$ cat src/hw/rtl/sjrq_pkg.sv
// Shared types and codes for the shortest-job ready queue.
// Depends on nothing; every other file imports it.
package sjrq_pkg;

  localparam int SJRQ_DEPTH = 16;

  localparam int ID_W  = 8;
  localparam int LEN_W = 16;
  localparam int ST_W  = 2;
  localparam int OCC_W = 5;

  // Item kinds
  localparam logic KIND_INSERT = 1'b0;
  localparam logic KIND_POP    = 1'b1;

  // Result status codes
  localparam logic [ST_W-1:0] ST_OK    = 2'd0;
  localparam logic [ST_W-1:0] ST_FULL  = 2'd1;
  localparam logic [ST_W-1:0] ST_EMPTY = 2'd2;

  typedef struct packed {
    logic [ID_W-1:0]  id;
    logic [LEN_W-1:0] length;
  } entry_t;

endpackage

$ cat src/hw/rtl/sjrq_if.sv
// Request and response channel interfaces of the ready queue.
// Depends on sjrq_pkg for the field widths.
interface sjrq_req_if
  import sjrq_pkg::*;
();
  logic             valid;
  logic             ready;
  logic             kind;
  logic [ID_W-1:0]  job_id;
  logic [LEN_W-1:0] job_length;

  modport source (output valid, kind, job_id, job_length, input ready);
  modport sink   (input valid, kind, job_id, job_length, output ready);
endinterface

interface sjrq_rsp_if
  import sjrq_pkg::*;
();
  logic             valid;
  logic             ready;
  logic             out_valid;
  logic [ID_W-1:0]  out_job_id;
  logic [LEN_W-1:0] out_job_length;
  logic [ST_W-1:0]  status;
  logic [OCC_W-1:0] occupancy;

  modport source (output valid, out_valid, out_job_id, out_job_length, status, occupancy,
                  input ready);
  modport sink   (input valid, out_valid, out_job_id, out_job_length, status, occupancy,
                  output ready);
endinterface

$ cat src/hw/rtl/sjrq_store.sv
// Job storage: one write port, one registered read port.
// Depends on sjrq_pkg for the entry type.
module sjrq_store
  import sjrq_pkg::*;
#(
  parameter int DEPTH = SJRQ_DEPTH,
  parameter int AW    = (DEPTH > 1) ? $clog2(DEPTH) : 1
) (
  input  logic          clk,
  input  logic          wr_en,
  input  logic [AW-1:0] wr_addr,
  input  entry_t        wr_entry,
  input  logic          rd_en,
  input  logic [AW-1:0] rd_addr,
  output entry_t        rd_entry
);

  entry_t mem [DEPTH];

  always_ff @(posedge clk) begin
    if (wr_en) begin
      mem[wr_addr] <= wr_entry;
    end
    if (rd_en) begin
      rd_entry <= mem[rd_addr];
    end
  end

endmodule

$ cat src/hw/rtl/sjrq_ctrl.sv
// Sequencer of the ready queue: circular order kept by a head pointer,
// insert walks from the tail with one shared length compare per step.
// Depends on sjrq_pkg and the channel interfaces.
module sjrq_ctrl
  import sjrq_pkg::*;
#(
  parameter int DEPTH = SJRQ_DEPTH,
  parameter int AW    = (DEPTH > 1) ? $clog2(DEPTH) : 1,
  parameter int CW    = $clog2(DEPTH + 1)
) (
  input  logic          clk,
  input  logic          rst,
  sjrq_req_if.sink      req,
  sjrq_rsp_if.source    rsp,
  output logic          wr_en,
  output logic [AW-1:0] wr_addr,
  output entry_t        wr_entry,
  output logic          rd_en,
  output logic [AW-1:0] rd_addr,
  input  entry_t        rd_entry
);

  localparam logic [2:0] S_IDLE = 3'd0;
  localparam logic [2:0] S_RD   = 3'd1;
  localparam logic [2:0] S_CMP  = 3'd2;
  localparam logic [2:0] S_PUT  = 3'd3;
  localparam logic [2:0] S_POP  = 3'd4;
  localparam logic [2:0] S_FIN  = 3'd5;

  localparam logic [CW-1:0] FULL_COUNT = CW'(DEPTH);
  localparam logic [AW:0]   DEPTH_EXT  = (AW + 1)'(DEPTH);
  localparam logic [AW-1:0] LAST_ADDR  = AW'(DEPTH - 1);

  logic [2:0]      state;
  logic [AW-1:0]   head;
  logic [CW-1:0]   count;
  logic [AW-1:0]   wr_ptr;
  logic [CW-1:0]   steps;
  entry_t          key;
  logic            pend_pop;
  logic [ST_W-1:0] pend_status;
  logic            out_full;

  logic            start;
  logic            shift;
  logic            can_load;
  logic [AW:0]     tail_sum;
  logic [AW-1:0]   tail;
  logic [AW-1:0]   prev_ptr;
  logic [AW-1:0]   head_inc;

  assign req.ready = (state == S_IDLE);
  assign start     = req.valid && req.ready;
  assign shift     = (rd_entry.length >= key.length);
  assign can_load  = !out_full || rsp.ready;

  always_comb begin
    tail_sum = {1'b0, head} + (AW + 1)'(count);
    if (tail_sum >= DEPTH_EXT) begin
      tail_sum = tail_sum - DEPTH_EXT;
    end
    tail     = tail_sum[AW-1:0];
    prev_ptr = (wr_ptr == '0) ? LAST_ADDR : wr_ptr - 1'b1;
    head_inc = (head == LAST_ADDR) ? '0 : head + 1'b1;
  end

  always_comb begin
    wr_en    = (state == S_CMP) || (state == S_PUT);
    wr_addr  = wr_ptr;
    wr_entry = (state == S_CMP && shift) ? rd_entry : key;
    rd_en    = (state == S_RD) || (state == S_POP);
    rd_addr  = (state == S_POP) ? head : prev_ptr;
  end

  always_ff @(posedge clk) begin
    if (rst) begin
      state    <= S_IDLE;
      head     <= '0;
      count    <= '0;
      out_full <= 1'b0;
    end else begin
      // the finish step reloads the output word itself
      if (rsp.valid && rsp.ready && state != S_FIN) begin
        out_full <= 1'b0;
      end
      case (state)
        S_IDLE: begin
          if (start) begin
            key.id      <= req.job_id;
            key.length  <= req.job_length;
            wr_ptr      <= tail;
            steps       <= count;
            pend_pop    <= 1'b0;
            if (req.kind == KIND_INSERT) begin
              if (count == FULL_COUNT) begin
                pend_status <= ST_FULL;
                state       <= S_FIN;
              end else if (count == '0) begin
                pend_status <= ST_OK;
                state       <= S_PUT;
              end else begin
                pend_status <= ST_OK;
                state       <= S_RD;
              end
            end else begin
              if (count == '0) begin
                pend_status <= ST_EMPTY;
                state       <= S_FIN;
              end else begin
                pend_status <= ST_OK;
                state       <= S_POP;
              end
            end
          end
        end
        S_RD: begin
          state <= S_CMP;
        end
        S_CMP: begin
          if (shift) begin
            // move the tail-side entry up one place and keep walking
            wr_ptr <= prev_ptr;
            steps  <= steps - 1'b1;
            state  <= (steps == CW'(1)) ? S_PUT : S_RD;
          end else begin
            count <= count + 1'b1;
            state <= S_FIN;
          end
        end
        S_PUT: begin
          count <= count + 1'b1;
          state <= S_FIN;
        end
        S_POP: begin
          head     <= head_inc;
          count    <= count - 1'b1;
          pend_pop <= 1'b1;
          state    <= S_FIN;
        end
        S_FIN: begin
          // hold until the output word is free
          if (can_load) begin
            out_full           <= 1'b1;
            rsp.out_valid      <= pend_pop;
            rsp.out_job_id     <= pend_pop ? rd_entry.id : '0;
            rsp.out_job_length <= pend_pop ? rd_entry.length : '0;
            rsp.status         <= pend_status;
            rsp.occupancy      <= OCC_W'(count);
            state              <= S_IDLE;
          end
        end
        default: begin
          state <= S_IDLE;
        end
      endcase
    end
  end

  assign rsp.valid = out_full;

`ifndef SYNTHESIS
  a_count_bound: assert property (@(posedge clk) disable iff (rst)
    count <= FULL_COUNT)
    else $error("occupancy beyond depth");

  a_walk_steps: assert property (@(posedge clk) disable iff (rst)
    (state == S_CMP) |-> (steps != '0))
    else $error("insert walk ran past the head");

  a_pop_dec: assert property (@(posedge clk) disable iff (rst)
    (state == S_POP) |=> (count == $past(count) - 1'b1))
    else $error("pop did not drop one job");

  a_drop_keeps: assert property (@(posedge clk) disable iff (rst)
    (start && req.kind == KIND_INSERT && count == FULL_COUNT) |=> $stable(count))
    else $error("dropped insert changed occupancy");
`endif

endmodule

$ cat src/hw/rtl/shortest_job_ready_queue_unit.sv
// Top level of the shortest-job-first ready queue.
// Depends on sjrq_pkg, the channel interfaces, sjrq_ctrl and sjrq_store.
//
//   channel  dir  word fields
//   req      in   kind, job_id, job_length
//   rsp      out  out_valid, out_job_id, out_job_length, status, occupancy
//
// An insert walks from the tail over the held jobs not shorter than the new one,
// moving each one place toward the tail, then writes the new job in the gap;
// the walk does one store read and one length compare per step. A pop reads
// the head; a dropped insert or an empty pop goes straight to the finish step.
// req.ready is high only while the sequencer is idle; one result word waits in
// the output register while the next item is taken, and the finish step holds
// while that word is still unread. Reset (rst, synchronous)
// empties the queue at once; stored entries are not cleared.
module shortest_job_ready_queue_unit
  import sjrq_pkg::*;
#(
  parameter int DEPTH = SJRQ_DEPTH
) (
  input logic        clk,
  input logic        rst,
  sjrq_req_if.sink   req,
  sjrq_rsp_if.source rsp
);

  localparam int AW = (DEPTH > 1) ? $clog2(DEPTH) : 1;

  logic          wr_en;
  logic [AW-1:0] wr_addr;
  entry_t        wr_entry;
  logic          rd_en;
  logic [AW-1:0] rd_addr;
  entry_t        rd_entry;

  sjrq_ctrl #(.DEPTH(DEPTH)) u_ctrl (
    .clk      (clk),
    .rst      (rst),
    .req      (req),
    .rsp      (rsp),
    .wr_en    (wr_en),
    .wr_addr  (wr_addr),
    .wr_entry (wr_entry),
    .rd_en    (rd_en),
    .rd_addr  (rd_addr),
    .rd_entry (rd_entry)
  );

  sjrq_store #(.DEPTH(DEPTH)) u_store (
    .clk      (clk),
    .wr_en    (wr_en),
    .wr_addr  (wr_addr),
    .wr_entry (wr_entry),
    .rd_en    (rd_en),
    .rd_addr  (rd_addr),
    .rd_entry (rd_entry)
  );

endmodule

$ cat src/flat_wrapper.sv
// flat-port wrapper written by rule: the top's interface ports become plain ports
module shortest_job_ready_queue_unit_flat import sjrq_pkg::*;
#(
  parameter int DEPTH = SJRQ_DEPTH
)
  (clk, rst, req_valid, req_kind, req_job_id, req_job_length, req_ready, rsp_valid, rsp_out_valid, rsp_out_job_id, rsp_out_job_length, rsp_status, rsp_occupancy, rsp_ready);
  sjrq_req_if req_i ();
  sjrq_rsp_if rsp_i ();
  input logic clk;
  input logic rst;
  input wire logic [$bits(req_i.valid)-1:0] req_valid;
  input wire logic [$bits(req_i.kind)-1:0] req_kind;
  input wire logic [$bits(req_i.job_id)-1:0] req_job_id;
  input wire logic [$bits(req_i.job_length)-1:0] req_job_length;
  output wire logic [$bits(req_i.ready)-1:0] req_ready;
  output wire logic [$bits(rsp_i.valid)-1:0] rsp_valid;
  output wire logic [$bits(rsp_i.out_valid)-1:0] rsp_out_valid;
  output wire logic [$bits(rsp_i.out_job_id)-1:0] rsp_out_job_id;
  output wire logic [$bits(rsp_i.out_job_length)-1:0] rsp_out_job_length;
  output wire logic [$bits(rsp_i.status)-1:0] rsp_status;
  output wire logic [$bits(rsp_i.occupancy)-1:0] rsp_occupancy;
  input wire logic [$bits(rsp_i.ready)-1:0] rsp_ready;
  assign req_i.valid = req_valid;
  assign req_i.kind = req_kind;
  assign req_i.job_id = req_job_id;
  assign req_i.job_length = req_job_length;
  assign req_ready = req_i.ready;
  assign rsp_valid = rsp_i.valid;
  assign rsp_out_valid = rsp_i.out_valid;
  assign rsp_out_job_id = rsp_i.out_job_id;
  assign rsp_out_job_length = rsp_i.out_job_length;
  assign rsp_status = rsp_i.status;
  assign rsp_occupancy = rsp_i.occupancy;
  assign rsp_i.ready = rsp_ready;
  shortest_job_ready_queue_unit #(.DEPTH(DEPTH)) u_core (.clk(clk), .rst(rst), .req(req_i), .rsp(rsp_i));
endmodule
$ cat config.mk
export PLATFORM = sky130hd
export DESIGN_NAME = shortest_job_ready_queue_unit_flat
export DESIGN_NICKNAME = d
export VERILOG_FILES = /design/src/hw/rtl/sjrq_pkg.sv /design/src/hw/rtl/sjrq_if.sv /design/src/hw/rtl/sjrq_store.sv /design/src/hw/rtl/sjrq_ctrl.sv /design/src/hw/rtl/shortest_job_ready_queue_unit.sv /design/src/flat_wrapper.sv
export SDC_FILE = /design/constraint.sdc
export NUM_CORES = 1
export LEC_CHECK = 0
export ABC_CLOCK_PERIOD_IN_PS = 4600
export BUFFER_PORTS_ARGS = -buffer_cell sky130_fd_sc_hd__buf_4
export CAP_MARGIN = 20
export CORE_ASPECT_RATIO = 2
export CORE_MARGIN = 5
export CORE_UTILIZATION = 45
export CTS_BUF_LIST = sky130_fd_sc_hd__clkbuf_16
export CTS_CLUSTER_SIZE = 8
export DETAILED_ROUTE_END_ITERATION = 16
export PLACE_DENSITY_LB_ADDON = 0.05
export SLEW_MARGIN = 5
export SYNTH_ARGS = -nofsm -noshare
export SYNTH_HDL_FRONTEND = slang
export SYNTH_SLANG_ARGS = --single-unit
$ cat constraint.sdc
create_clock -name clk -period 4.6 [get_ports clk]
set_clock_uncertainty 0.1 [all_clocks]
set_input_delay 0.92 -clock clk [delete_from_list [all_inputs] [get_ports clk]]
set_output_delay 0.92 -clock clk [all_outputs]
set_load 0.05 [all_outputs]
# [Word-level counts from Yosys, hierarchy flattened]
# Memory sizes are Yosys's and may differ from the RTL's. A register that Yosys moved wholly into a read port is not among the register bits.
# Cells that the tools add are included.
[classes] n_eq_ne=13 bitwise=1 reduce_logical=21 magnitude_cmp=2 add_sub_neg=7 muxes=32
[op_table] op="2-to-1 mux 24 bit" count=1
[op_table] op="2-to-1 mux 4 bit" count=6
[op_table] op="greater-or-equal comparator 16 bit" count=1
[op_table] op="2-to-1 mux 3 bit" count=5
[op_table] op="2-to-1 mux 5 bit" count=3
[op_table] op="case mux 3 bit (5 select lines)" count=1
[op_table] op="case mux 5 bit (3 select lines)" count=1
[op_table] op="case mux 5 bit (2 select lines)" count=1
[op_table] op="subtractor 5 x 1 -> 5 bit, second input constant" count=2
[op_table] op="AND reduction 3 bit" count=3
[op_table] op="2-to-1 mux 1 bit" count=8
[op_table] op="2-to-1 mux 2 bit" count=4
[op_table] op="case mux 4 bit (2 select lines)" count=1
[op_table] op="subtractor 4 x 1 -> 4 bit, second input constant" count=2
[op_table] op="equality test 3 x 2 -> 1 bit, second input constant" count=2
[op_table] op="equality test 3 bit, second input constant" count=2
[op_table] op="inequality test 2 bit, second input constant" count=3
[op_table] op="adder 4 x 5 -> 5 bit" count=1
[op_table] op="adder 5 x 1 -> 5 bit, second input constant" count=1
[op_table] op="equality test 5 x 1 -> 1 bit, second input constant" count=1
[op_table] op="equality test 5 bit, second input constant" count=1
[op_table] op="greater-or-equal comparator 5 bit, second input constant" count=1
[op_table] op="logical NOT 5 bit" count=1
[op_table] op="adder 4 x 1 -> 4 bit, second input constant" count=1
[op_table] op="16 further kinds" count=23
[totals] ramBits=384 output_inout_bits=34 memories=1 inputBits=29 regBits=81
[mem_list] memory="u_core.u_store.mem" depth=16 width=24 read_ports=1 rd_ports_with_merged_regs=1 wr=1 line="sjrq_store.sv:18" rtl="entry_t mem [DEPTH];"

# [Longest topological paths before layout]
[logic_depth] ltp_word=6 ltp_mapped=11

# [Hierarchy]
# Synthesis repeated with hierarchy kept, for this count alone.
[unflattened] cells_unflattened=997 area_unflattened_um2=19286.0
[modules_own_cells] mod="sjrq_store" area_each_um2=15170.8 instances=1 seq_area_each_um2=12251.8 cells_per_inst=636
[modules_own_cells] mod="sjrq_ctrl" area_each_um2=4115.2 instances=1 seq_area_each_um2=2302.2 cells_per_inst=361

# [Least setup slack after synthesis]
# OpenSTA, ideal clock, no wires.
[synth_timing] kind="register to register" start="reg u_core.u_ctrl.state[2]" end="mem u_core.u_store.mem[0][0] in the netlist's numbering (enable)" slack_ps=1525 n_path_buf=2 t_arrival_ps=2539 path_stages_with_launch=6 synth_period_minus_slack_ps=3075 setup_ps=435 path_cell_list="dfxtp_1 -> buf_4 -> nor2b_1 -> clkbuf_1 -> nand2_1 -> nor3_1"
[synth_via] elab_chain_cells=4
[synth_lines] item="start, declared" line="sjrq_ctrl.sv:34" rtl="logic [2:0] state;"
[synth_lines] item="start signal, assigned" line="sjrq_ctrl.sv:124" rtl="state <= (steps == CW'(1)) ? S_PUT : S_RD;"
[synth_lines] item="equality test 3 x 2 -> 1 bit" line="sjrq_ctrl.sv:68" rtl="wr_en = (state == S_CMP) || (state == S_PUT);"
[synth_lines] item="logical OR 1 bit (*)" line="sjrq_ctrl.sv:68"
[synth_lines] item="2-to-1 mux 1 bit (*)" line="sjrq_store.sv:21" rtl="if (wr_en) begin"
[synth_lines] item="2-to-1 mux 1 bit (not written as such) (*)" line="sjrq_store.sv:22" rtl="mem[wr_addr] <= wr_entry;"
[synth_lines] item="end, declared" line="sjrq_store.sv:18"
# Mark *: on every way between the ends. The rest lies on a longest branch, timed or not.

==> results.sh <==
export IMPL_area_taken_by_flip_flops_and_latches_um2=14600
export IMPL_postSynthCellCount=1270
export IMPL_nets=1450
export IMPL_final_cell_area_um2=23500
export IMPL_clk_pin_slew_ns=0.05
export IMPL_timing_final_hold_violations=0
export IMPL_cts_tree="built"
export IMPL_core_area_um2=44700
export IMPL_synth_seq_cells=489
export IMPL_slew_viol_final=0
export IMPL_post_route_drc_count=0
export IMPL_setup_viol_count_final=0
export IMPL_dieArea_um2=49500
export IMPL_ys_async_sr_fraction=0
export IMPL_layout_worst_path_cycle_share=0.769
export IMPL_timing_hold_worst_class="flip-flop to flip-flop"
export IMPL_worstSkewPairLatency_ns=0.59
export IMPL_cp_arrival_ns=3.71
export IMPL_n_antenna_cell=0
export IMPL_synth_edff_count=476
export IMPL_initial_core_util=0.452
export IMPL_grt_overflow_total=0
export IMPL_r2r_start="u_core.u_store.rd_entry[15]"
export IMPL_postCtsResizedCells=0
export IMPL_yosys_area_top_type="sky130_fd_sc_hd__edfxtp_1"
export IMPL_synth_warning_count=0
export IMPL_highest_delay_cell_along_the_critical_path="sky130_fd_sc_hd__a31oi_4"
export IMPL_setup_worst_path_start_class="flip-flop"
export IMPL_rsz0062_at_grt="no"
export IMPL_multiInputGateArea_um2=5280
export IMPL_final_layout_size_suffix_gt1_frac=0.173
export IMPL_area_share_of_the_largest_cell_type_after_synthesis=0.707
export IMPL_crit_path_cell_trace="ha_1 -> nand4_1 -> or2_2 -> a311o_1 -> a31oi_4 -> buf_12 -> mux2_2"
export IMPL_min_from="u_core.u_ctrl.pend_status[1]"
export IMPL_drt_initial_drc_count=663
export IMPL_tightest_slew_ns=1.01
export IMPL_vias_per_cell=5.59
export IMPL_wire_per_inst_um=25.4
export IMPL_timing_fmax_mhz=283
export IMPL_maxUsedRoutingLayer="met4"
export IMPL_syn_nets=1331
export IMPL_filler_cell_count=3681
export IMPL_cts_sink_count=489
export IMPL_dr_total_vias=11000
export IMPL_sequential_to_total_area_share_from_yosys_stat=0.720
export IMPL_static_leakage_power_nw=8.29
export IMPL_timing_hold_ws_ns=0.337
export IMPL_design_portCount=63
export IMPL_synthDistinctLibCells=51
export IMPL_floorplan_rows=110
export IMPL_worst_hold_path_endpoint="u_core.u_ctrl.rsp.status[1]"
export IMPL_synth_flop_cell="sky130_fd_sc_hd__edfxtp_1"
export IMPL_deepest_clock_path_buffer_count=3
export IMPL_grt_antenna_before_repair=1
export IMPL_dpl_instance_area_um2=21500
export IMPL_fin_util=0.524
export IMPL_worst_r2r_cell_count=7
export IMPL_layout_min_cycle_time_ns=3.54
export IMPL_critical_path_reg2reg_endpoint="u_core.u_store.mem[12][19]"
export IMPL_final_antenna_violating_net_count=0
export IMPL_ctsRootBufferMaster="sky130_fd_sc_hd__clkbuf_16"
export IMPL_flop2flop_setup_slack_ns=1.06
export IMPL_run_status="finished clean"
export IMPL_maximum_number_of_pins_on_one_net_before_global_route_repair=97
export IMPL_synth_area_um2=20200
export IMPL_number_of_global_route_vias_before_repair=11500
export IMPL_wl_met1_um=19800
export IMPL_detailed_place_hpwl_um=28200
export IMPL_postCtsSetupBuffers=0
export IMPL_detailedRoute_firstPassIterationCount=5
export IMPL_postSynthAreaPerCell_um2=15.9
export IMPL_fin_tns_setup_ns=0
export IMPL_path_delay_family="compound AO/OA/AOI/OAI gates"
export IMPL_timing_max_cap_violations=0
export IMPL_worstSetupPathType="flip-flop to flip-flop"
export IMPL_floorplan_die_height_um=310
export IMPL_floorplan_die_width_um=160
export IMPL_endpoint_kind="flip-flop"
export IMPL_maxSlewHeadroom=0.325
export IMPL_detailroute_wirelength_met2_um=26400
export IMPL_port_buffers=62
export IMPL_cellPowerDensity_nw_per_um2=662
export IMPL_placer_congestion=0.778
export IMPL_crit_fanout=25
export IMPL_met3RoutedLength_um=2200
export IMPL_tritoncts_num_buffers=71
export IMPL_grt_first_pass_wirelength_um=74000
export IMPL_flow_area_growth_from_synthesis_pct=16.1
export IMPL_routed_wl_um=49900
export IMPL_cts_hold_fix_buffers=0
export IMPL_globalRouteTotalUtil=0.204
export IMPL_yosys_top_cells_area="sky130_fd_sc_hd__edfxtp_1, sky130_fd_sc_hd__mux2i_1, sky130_fd_sc_hd__mux2_1"
export IMPL_irDropWorstVdd_v=0.000673
export IMPL_slowest_delay_ns=0.56
export IMPL_cp_buffers_inverters=1
export IMPL_worst_endpoint_required_ns=4.78
export IMPL_htree_levels=3
export IMPL_hold_path_depth=0
[cell usage after synthesis, types with 4 or more instances]
| library cell | number |
|---|---|
| sky130_fd_sc_hd__a21o_1 | 4 |
| sky130_fd_sc_hd__a21oi_1 | 75 |
| sky130_fd_sc_hd__a32oi_1 | 26 |
| sky130_fd_sc_hd__and2_1 | 25 |
| sky130_fd_sc_hd__buf_2 | 20 |
| sky130_fd_sc_hd__buf_4 | 5 |
| sky130_fd_sc_hd__buf_6 | 11 |
| sky130_fd_sc_hd__buf_8 | 6 |
| sky130_fd_sc_hd__clkbuf_1 | 20 |
| sky130_fd_sc_hd__dfxtp_1 | 13 |
| sky130_fd_sc_hd__edfxtp_1 | 476 |
| sky130_fd_sc_hd__ha_1 | 30 |
| sky130_fd_sc_hd__inv_1 | 31 |
| sky130_fd_sc_hd__mux2_1 | 35 |
| sky130_fd_sc_hd__mux2_2 | 22 |
| sky130_fd_sc_hd__mux2i_1 | 169 |
| sky130_fd_sc_hd__nand2_1 | 92 |
| sky130_fd_sc_hd__nand2b_1 | 5 |
| sky130_fd_sc_hd__nand3_1 | 4 |
| sky130_fd_sc_hd__nand4_1 | 6 |
| sky130_fd_sc_hd__nor2_1 | 79 |
| sky130_fd_sc_hd__nor2b_1 | 5 |
| sky130_fd_sc_hd__nor3_1 | 10 |
| sky130_fd_sc_hd__o21ai_0 | 33 |
| sky130_fd_sc_hd__o221ai_1 | 20 |
| sky130_fd_sc_hd__o221ai_2 | 4 |
| sky130_fd_sc_hd__xnor2_1 | 8 |
[flip-flops by register name, summed over array words and instances, names as in the netlist, 5 cells and up]
| name | cells |
|---|---|
| u_core.u_ctrl.count | 5 |
| u_core.u_ctrl.rsp.out_job_id | 8 |
| u_core.u_ctrl.rsp.occupancy | 5 |
| u_core.u_store.rd_entry | 24 |
| u_core.u_ctrl.key | 24 |
| u_core.u_ctrl.steps | 5 |
| u_core.u_store.mem | 384 |
| u_core.u_ctrl.rsp.out_job_length | 16 |
[metrics by stage]
step                total power, mW  setup slack [ns]  instances
floorplan                      9.70              1.53       1270
global placement               11.1              1.16       1876
detailed placement             11.1              1.08       1876
CTS                            15.7              1.05       1963
global route                   16.3             0.912       1963
finish                         15.5              1.06       1963
[power breakdown]
group / switching, mW / internal [mW]
Clock: 1.77 / 2.79
Sequential: 0.208 / 5.69
Combinational: 3.19 / 1.88
[layout make-up]
type / count / share of cell area
tap: 560 / 0.0299
clock inverter: 14 / 0.00357
timing repair buffer: 109 / 0.0381
clock buffer: 73 / 0.0779
multi-input combinational: 686 / 0.225
inverter: 32 / 0.00512
sequential: 489 / 0.620
[cell usage in the layout (no fill, tap or decap), types with 2 or more instances in the layout]
master,netlist,routed
sky130_fd_sc_hd__o32ai_4,0,2
sky130_fd_sc_hd__a32oi_1,26,24
sky130_fd_sc_hd__nand2b_1,5,5
sky130_fd_sc_hd__fa_1,2,2
sky130_fd_sc_hd__nor2b_1,5,5
sky130_fd_sc_hd__mux2_1,35,35
sky130_fd_sc_hd__a32oi_2,0,2
sky130_fd_sc_hd__clkinv_1,1,2
sky130_fd_sc_hd__a21oi_1,75,74
sky130_fd_sc_hd__and2_1,25,25
sky130_fd_sc_hd__nor4_1,2,2
sky130_fd_sc_hd__xor2_1,3,3
sky130_fd_sc_hd__or2_2,3,3
sky130_fd_sc_hd__nor2_1,79,65
sky130_fd_sc_hd__a21o_1,4,3
sky130_fd_sc_hd__dfxtp_1,13,13
sky130_fd_sc_hd__o221ai_1,20,20
sky130_fd_sc_hd__nand2_1,92,92
sky130_fd_sc_hd__o221ai_2,4,4
sky130_fd_sc_hd__clkbuf_16,0,73
sky130_fd_sc_hd__inv_6,0,2
sky130_fd_sc_hd__xnor2_1,8,8
sky130_fd_sc_hd__o21ai_0,33,33
sky130_fd_sc_hd__nor3_2,0,4
sky130_fd_sc_hd__a311oi_1,2,2
sky130_fd_sc_hd__ha_1,30,30
sky130_fd_sc_hd__mux2_2,22,22
sky130_fd_sc_hd__edfxtp_1,476,476
sky130_fd_sc_hd__or3_1,3,3
sky130_fd_sc_hd__nor3_1,10,6
sky130_fd_sc_hd__nor2_2,0,4
sky130_fd_sc_hd__inv_1,31,40
sky130_fd_sc_hd__and3_1,2,2
sky130_fd_sc_hd__buf_12,0,6
sky130_fd_sc_hd__nand3_1,4,4
sky130_fd_sc_hd__nor2_4,0,10
sky130_fd_sc_hd__buf_4,5,103
sky130_fd_sc_hd__mux2i_1,169,169
sky130_fd_sc_hd__nand4_1,6,6
[worst max path at each step]
stage | startpoint | slack [ns] | end | cells after the start
6_report | u_core.u_store.rd_entry[15] | 1.06 | u_core.u_store.mem[12][19] | 7
5_1_grt | u_core.u_store.rd_entry[15] | 0.91 | u_core.u_store.mem[12][21] | 7
4_1_cts | u_core.u_store.rd_entry[15] | 1.05 | u_core.u_store.mem[12][21] | 7
3_5_place_dp | u_core.u_store.rd_entry[15] | 1.08 | u_core.u_store.mem[10][18] | 7
3_3_place_gp | u_core.u_store.rd_entry[15] | 1.16 | u_core.u_store.mem[12][18] | 7
2_1_floorplan | u_core.u_ctrl.state[2] | 1.53 | u_core.u_store.mem[0][0] | 5
[layer usage]
layer | track usage | vias to the layer above
li1 | - | 5084
met1 | 0.242 | 5506
met2 | 0.371 | 293
met4 | 0.0863 | 0
met5 | 0 | -
met3 | 0.0307 | 84
[logic make-up (layout without fill, tap and decap cells)]
group,Yosys count,count (layout),synth area share
flip-flops,489,489,0.720
AND/OR/NAND/NOR,239,239,0.0523
multiplexers,227,227,0.117
AO/OA/AOI/OAI,177,177,0.0584
buffers and inverters,95,228,0.0272
adder cells (fa/ha/maj),32,32,0.0206
XOR/XNOR,11,11,0.00477
No activity file was read; power rests on OpenSTA's default activity.
